<file path="src/hw/rtl/srtc_pkg.sv">
// Package for the scaled rectangle transform and clip block.
// Holds coordinate widths, register indexes and the queue entry types; no dependencies.
`timescale 1ns / 1ps
`default_nettype none
package srtc_pkg;
    localparam int CoordW = 32;
    localparam int FracB  = 16;
    localparam int ScaleW = CoordW - 1;
    localparam int AddrW  = 5;
    localparam int QDepth = 8;
    localparam int QPtrW  = 3;
    // Bits that a division produces: integer part plus fraction.
    localparam int QuotW  = CoordW + 1 + FracB;

    typedef logic signed [CoordW-1:0] coord_t;
    typedef logic [ScaleW-1:0] scale_t;

    typedef enum logic [2:0] {
        REG_X_SCALE  = 3'd0,
        REG_Y_SCALE  = 3'd1,
        REG_X_OFFSET = 3'd2,
        REG_Y_OFFSET = 3'd3,
        REG_CLIP_L   = 3'd4,
        REG_CLIP_R   = 3'd5,
        REG_CLIP_T   = 3'd6,
        REG_CLIP_B   = 3'd7
    } reg_idx_t;

    // One classified rectangle: cull mark, clamp marks, mapped edges and source edges.
    typedef struct packed {
        logic          culled;
        logic [3:0]    clamp;
        coord_t [3:0]  dst;
        coord_t [3:0]  src;
    } rect_t;

    // One step of a restoring divide of a 33-bit numerator magnitude
    // widened by FracB zero bits.
    function automatic logic [CoordW:0] div_step_rem(
        input logic [CoordW:0] rem,
        input logic            bit_in,
        input scale_t          s
    );
        logic [CoordW+1:0] r2;
        r2 = {rem, bit_in};
        if (r2 >= {3'b000, s})
            r2 = r2 - {3'b000, s};
        return r2[CoordW:0];
    endfunction

    function automatic coord_t sat_coord(input logic signed [CoordW+1:0] v);
        if (v > $signed({3'b000, {(CoordW-1){1'b1}}}))
            return {1'b0, {(CoordW-1){1'b1}}};
        if (v < $signed({3'b111, {(CoordW-1){1'b0}}}))
            return {1'b1, {(CoordW-1){1'b0}}};
        return v[CoordW-1:0];
    endfunction
endpackage
`default_nettype wire

</file>
<file path="src/hw/rtl/srtc_queue.sv">
// Short queue between front and back end, with a count output for almost-full.
// Depends on srtc_pkg.
`timescale 1ns / 1ps
`default_nettype none
module srtc_queue (
    input  wire logic            clk,
    input  wire logic            rst_n,
    input  wire logic            wr_en,
    input  wire srtc_pkg::rect_t wr_data,
    input  wire logic            rd_en,
    output srtc_pkg::rect_t      rd_data,
    output logic                 not_empty,
    output logic [srtc_pkg::QPtrW:0] count
);
    import srtc_pkg::*;

    rect_t              mem [QDepth];
    logic [QPtrW-1:0]   wp_reg, rp_reg;
    logic [QPtrW:0]     cnt_reg;

    always_ff @(posedge clk or negedge rst_n)
    begin
        if (!rst_n)
        begin
            wp_reg  <= '0;
            rp_reg  <= '0;
            cnt_reg <= '0;
        end
        else
        begin
            if (wr_en)
                wp_reg <= wp_reg + 1'b1;
            if (rd_en)
                rp_reg <= rp_reg + 1'b1;
            cnt_reg <= cnt_reg + (QPtrW+1)'(wr_en) - (QPtrW+1)'(rd_en);
        end
    end

    always_ff @(posedge clk)
    begin
        if (wr_en)
            mem[wp_reg] <= wr_data;
    end

    assign rd_data   = mem[rp_reg];
    assign not_empty = cnt_reg != '0;
    assign count     = cnt_reg;

    a_no_over: assert property (@(posedge clk) disable iff (!rst_n)
        !(wr_en && !rd_en && cnt_reg == (QPtrW+1)'(QDepth))) else $error("queue overflow");
    a_no_under: assert property (@(posedge clk) disable iff (!rst_n)
        rd_en |-> cnt_reg != '0) else $error("queue underflow");
    a_ptr: assert property (@(posedge clk) disable iff (!rst_n)
        (cnt_reg == '0 || cnt_reg == (QPtrW+1)'(QDepth)) |-> wp_reg == rp_reg)
        else $error("queue pointers disagree with count");
endmodule
`default_nettype wire

</file>
<file path="config.mk">
export PLATFORM = sky130hd
export DESIGN_NAME = srtc_queue
export DESIGN_NICKNAME = d
export VERILOG_FILES = /design/src/hw/rtl/srtc_pkg.sv /design/src/hw/rtl/srtc_queue.sv
export SDC_FILE = /design/constraint.sdc
export NUM_CORES = 2
export LEC_CHECK = 0
export BUFFER_PORTS_ARGS = -buffer_cell sky130_fd_sc_hd__buf_2
export CELL_PAD_IN_SITES_DETAIL_PLACEMENT = 1
export CELL_PAD_IN_SITES_GLOBAL_PLACEMENT = 2
export CORE_AREA = 4 4 408 410
export CTS_CLUSTER_DIAMETER = 60
export DETAILED_ROUTE_END_ITERATION = 8
export DIE_AREA = 0 0 412 414
export PLACE_DENSITY_LB_ADDON = 0.05
export SLEW_MARGIN = 20
export SYNTH_ARGS = -nofsm -noshare
export SYNTH_HDL_FRONTEND = slang
export SYNTH_SLANG_ARGS = --single-unit
</file>
<file path="constraint.sdc">
create_clock -name clk -period 27.7 [get_ports clk]
set_clock_uncertainty 0.15 [all_clocks]
set_input_delay 2.77 -clock clk [delete_from_list [all_inputs] [get_ports clk]]
set_output_delay 2.77 -clock clk [all_outputs]
set_load 0.05 [all_outputs]
</file>
Yosys cells after proc, flatten, opt, wreduce, memory -nomap -nowiden
Memory sizes are Yosys's and may differ from the RTL's.
Index checks and enable logic that the tools add are counted.
{"block": "classes", "n_addsub": 4, "n_reduce_logical": 1, "muxes": 2}
{"op": "$add 3x1->3 const B", "count": 2}
{"op": "$add 4x1->4", "count": 1}
{"op": "$reduce_bool 4->1", "count": 1}
{"op": "$sub 4x1->4", "count": 1}
{"op": "$mux 1", "count": 2}
{"block": "totals", "ramBits": 2088, "regBits": 10, "in_bits": 265, "wordCells": 11, "mem_count": 1}
{"name": "mem", "words": 8, "word_bits": 261, "read_ports": 1, "rd_ports_with_merged_regs": 0, "write_ports": 1, "line": "srtc_queue.sv:17", "source": "rect_t mem [QDepth];"}

Depth between registers and ports, before layout
{"block": "depth", "word_depth": 2, "mapped_depth": 7, "mapped_depth_nobuf": 7}

Worst setup path before layout
Ideal clock, no wire load.
{"block": "synth_timing", "kind": "input port to flip-flop", "from": "input port wr_en", "to": "memory mem[0][0] (netlist name) (enable)", "slack_ns": 5.931, "setup_time_ns": 1.202, "n_path_buf": 0, "arrival_time_ns": 20.417, "path_stages": 2, "cell_sequence": "nand2b_1 nor3_1"}
{"block": "synth_via", "elab_chain_len": 2}
{"element": "start: declaration", "line": "srtc_queue.sv:8", "source": "input wire logic wr_en,"}
{"element": "$mux 1", "line": "srtc_queue.sv:41", "source": "if (wr_en)"}
{"element": "$mux 1 (not written as such)", "line": "srtc_queue.sv:42", "source": "mem[wp_reg] <= wr_data;"}
{"element": "end: declaration", "line": "srtc_queue.sv:17"}
No other way between the ends.

==> impl_metrics.env <==
export IMPL_outcome="finished, final reports clean"
export IMPL_floorplan_die_area_um2=171000
export IMPL_detail_route_drc_violations=0
export IMPL_final_antenna_net_count=0
export IMPL_avgSynthCellArea_um2=25.8
export IMPL_critical_path_cell_chain="buf_12 > buf_4 > buf_4 > mux4_2 > mux2_2 > buf_2"
export IMPL_cpMostUsedCell="sky130_fd_sc_hd__buf_4"
export IMPL_cp_startpoint="rp_reg[2]"
export IMPL_cts_num_sinks=2098
export IMPL_p_int_uw=6870
export IMPL_yosys_most_used_dff="sky130_fd_sc_hd__edfxtp_1"
export IMPL_pin_count_of_the_biggest_net_entering_global_routing=152
export IMPL_route_detailed_vias_per_inst=5.63
export IMPL_timing_final_crit_share=0.306
export IMPL_cts_made_buffers=212
export IMPL_finalNonFillerCells=6112
export IMPL_path_class="register to output port"
export IMPL_synth_cell_types=22
export IMPL_setup_tns_final_ns=0
export IMPL_post_synthesis_cell_count=3068
export IMPL_number_of_enable_type_register_cells_in_the_synthesized_netlist=2088
export IMPL_number_of_i_o_port_buffers=530
export IMPL_detail_route_first_pass_iterations=5
export IMPL_n_fill_cell=13543
export IMPL_grt_setup_unrepaired="no"
export IMPL_clock_network_latency_to_the_later_pin_of_the_worst_skew_pair_ns=0.80
export IMPL_grt_use_met3=0.0693
export IMPL_area_sequential_um2=63000
export IMPL_synth_top_area_cell="sky130_fd_sc_hd__edfxtp_1"
export IMPL_number_of_h_tree_levels=4
export IMPL_grt_first_pass_wirelength_um=265000
export IMPL_total_via_count_in_the_routed_design=34408
export IMPL_min_path_type="register to register"
export IMPL_seqPwrFrac=0.382
export IMPL_sw_power_uw=3940
export IMPL_clock_fmax_ghz=0.118
export IMPL_regMostFlops="mem"
export IMPL_maxCapViolations=0
export IMPL_timing_final_setup_violations=0
export IMPL_max_stage_delay_ns=0.92
export IMPL_crit_arrival_ns=5.55
export IMPL_synth_warnings=0
export IMPL_synth_area_leaders="sky130_fd_sc_hd__edfxtp_1, sky130_fd_sc_hd__mux4_2, sky130_fd_sc_hd__mux2_2, sky130_fd_sc_hd__buf_12, sky130_fd_sc_hd__dfrtp_1"
export IMPL_post_place_cells=5686
export IMPL_met2_usage=0.358
export IMPL_netlist_area_um2=79200
export IMPL_cts_hold_repair_buffers=0
export IMPL_grt_util_met1=0.272
export IMPL_synthMostInstantiatedCell="sky130_fd_sc_hd__edfxtp_1"
export IMPL_post_cts_setup_repair_bufs=0
export IMPL_post_layout_power_uw=10800
export IMPL_setup_reg_to_reg_worst_slack_ns=22.52
export IMPL_mappedNetlistNets=3341
export IMPL_tightest_slew_ns=1.18
export IMPL_place_congestion=0.725
export IMPL_largest_register_ff_count=2088
export IMPL_critical_path_slowest_cell="sky130_fd_sc_hd__dfrtp_4"
export IMPL_detail_route_wl_per_cell_um=29.5
export IMPL_start_util=0.488
export IMPL_grt_usage=0.214
export IMPL_layout_area_overhead_vs_synth_pct=14.3
export IMPL_post_cts_resized_instances=0
export IMPL_layout_min_cycle_time_ns=8.47
export IMPL_synth_seq_area_share=0.795
export IMPL_power_density_nw_per_um2=119
export IMPL_ios=531
export IMPL_clk_path_buf_depth=3
export IMPL_min_delay_start="wp_reg[1]"
export IMPL_leakage_uw=0.0292
export IMPL_synth_seq_cells=2098
export IMPL_synth_largest_type_area_fraction=0.791
export IMPL_vdd_ir_drop_max_uv=162
export IMPL_worstReg2RegStart="wp_reg[1]"
export IMPL_final_layout_size_suffix_gt1_frac=0.426
export IMPL_place_detailed_hpwl_um=102000
export IMPL_final_hold_violation_count=0
export IMPL_antenna_found_initial=85
export IMPL_p_comb_frac=0.370
export IMPL_cts_clk_slew_worst_paths_ns=0.06
export IMPL_final_max_slew_violation_count=0
export IMPL_starting_drc_count_in_detailed_routing=2488
export IMPL_num_nets_final=3998
export IMPL_power_switching_fraction=0.365
export IMPL_timing_hold_ws_ns=0.438
export IMPL_slew_headroom=0.214
export IMPL_vias_in_the_first_global_route=38030
export IMPL_required_time_worst_endpoint_ns=24.78
export IMPL_crit_path_max_fanout=151
export IMPL_multi_input_area_um2=15000
export IMPL_gr_total_overflow=0
export IMPL_endpoint_kind="output port"
export IMPL_wl_um=180000
export IMPL_tritoncts="done"
export IMPL_critPathLaunchType="register"
export IMPL_grt_busiest_layer="met2"
export IMPL_die_width_um=412
export IMPL_die_h_um=414
export IMPL_root_buffer="sky130_fd_sc_hd__clkbuf_16"
export IMPL_rows=148
export IMPL_async_flop_share=0.00477
export IMPL_synthTopCellsByCount="sky130_fd_sc_hd__edfxtp_1, sky130_fd_sc_hd__mux4_2, sky130_fd_sc_hd__mux2_2"
export IMPL_placeableCoreArea_um2=162000
export IMPL_power_frac_clock=0.247
## per-layer routing
layer  vias up  share of wire  wire [um]
li1      14645              -          -
met1     18539           0.39      70200
met2       874           0.51      92000
met3       306          0.077      13900
met4        44          0.022       4020
met5         -         0.0016        291
## per-stage QoR
stage	utilization	setup WS (ns)	area, um2
final	0.558	19.23	90600
after global routing	0.557	18.95	90500
after CTS	0.557	19.12	90500
after detailed placement	0.517	19.90	83900
after global placement	0.517	19.88	83900
after floorplan	-	5.93	79200
## cell usage in the layout (no fill, tap or decap), types with 8 or more instances in the layout
| cell type | count |
|---|---|
| sky130_fd_sc_hd__clkbuf_1 | 57 |
| sky130_fd_sc_hd__clkbuf_16 | 216 |
| sky130_fd_sc_hd__buf_4 | 45 |
| sky130_fd_sc_hd__diode_2 | 41 |
| sky130_fd_sc_hd__edfxtp_1 | 2088 |
| sky130_fd_sc_hd__bufinv_16 | 12 |
| sky130_fd_sc_hd__buf_2 | 530 |
| sky130_fd_sc_hd__mux4_2 | 522 |
| sky130_fd_sc_hd__clkinv_1 | 52 |
| sky130_fd_sc_hd__buf_12 | 10 |
| sky130_fd_sc_hd__mux2_2 | 263 |
| sky130_fd_sc_hd__clkinv_2 | 33 |
| sky130_fd_sc_hd__inv_1 | 8 |
## worst max-delay path: cells and delay by family (launching register included)
kind	cells	cell delay, ns
buffers and inverters	4	2.62
DFF	1	0.92
muxes	2	0.74
## kinds of logic (layout without fill, tap and decap cells)
kind of cell               count (synthesis)  in the layout  share of synthesized area
muxes                                    785            785                      0.186
DFF                                     2098           2098                      0.795
xor gates and xnor gates                   6              6                   0.000663
other                                      0             41                          0
adders and majority gates                  8              8                    0.00136
buffers and inverters                    153            981                     0.0166
AOI/OAI and AO/OA                          2              2                   0.000158
and+or+nand+nor                           16             16                   0.000900
## final cells by class
| class | count | share of cell area |
|---|---|---|
| clock buffers | 273 | 0.0620 |
| inverters | 8 | 0.000332 |
| diodes | 41 | 0.00113 |
| clock inverters | 112 | 0.00988 |
| well taps | 2175 | 0.0300 |
| flip-flops and latches | 2098 | 0.695 |
| multi-input cells | 817 | 0.166 |
| repair buffers | 588 | 0.0356 |
## power by group through the flow
stage	sequential, uW	combinational (uW)	clock, uW
global route	4170	4220	2910
finish	4130	4000	2680
floorplan	4340	3120	0
CTS	4140	4090	2750
global placement	4170	4040	0
detailed placement	4200	4080	0
## final timing paths
kind | to | depth (start not counted)
min reg2reg | wp_reg[1] | 1
min | wp_reg[1] | 1
max reg2reg | mem[0][132] | 7
min in group asynchronous | wp_reg[1] | 1
max in group asynchronous | rp_reg[0] | 1
max | rd_data[154] | 6
Note: power is estimated with default switching activity, not from simulation.
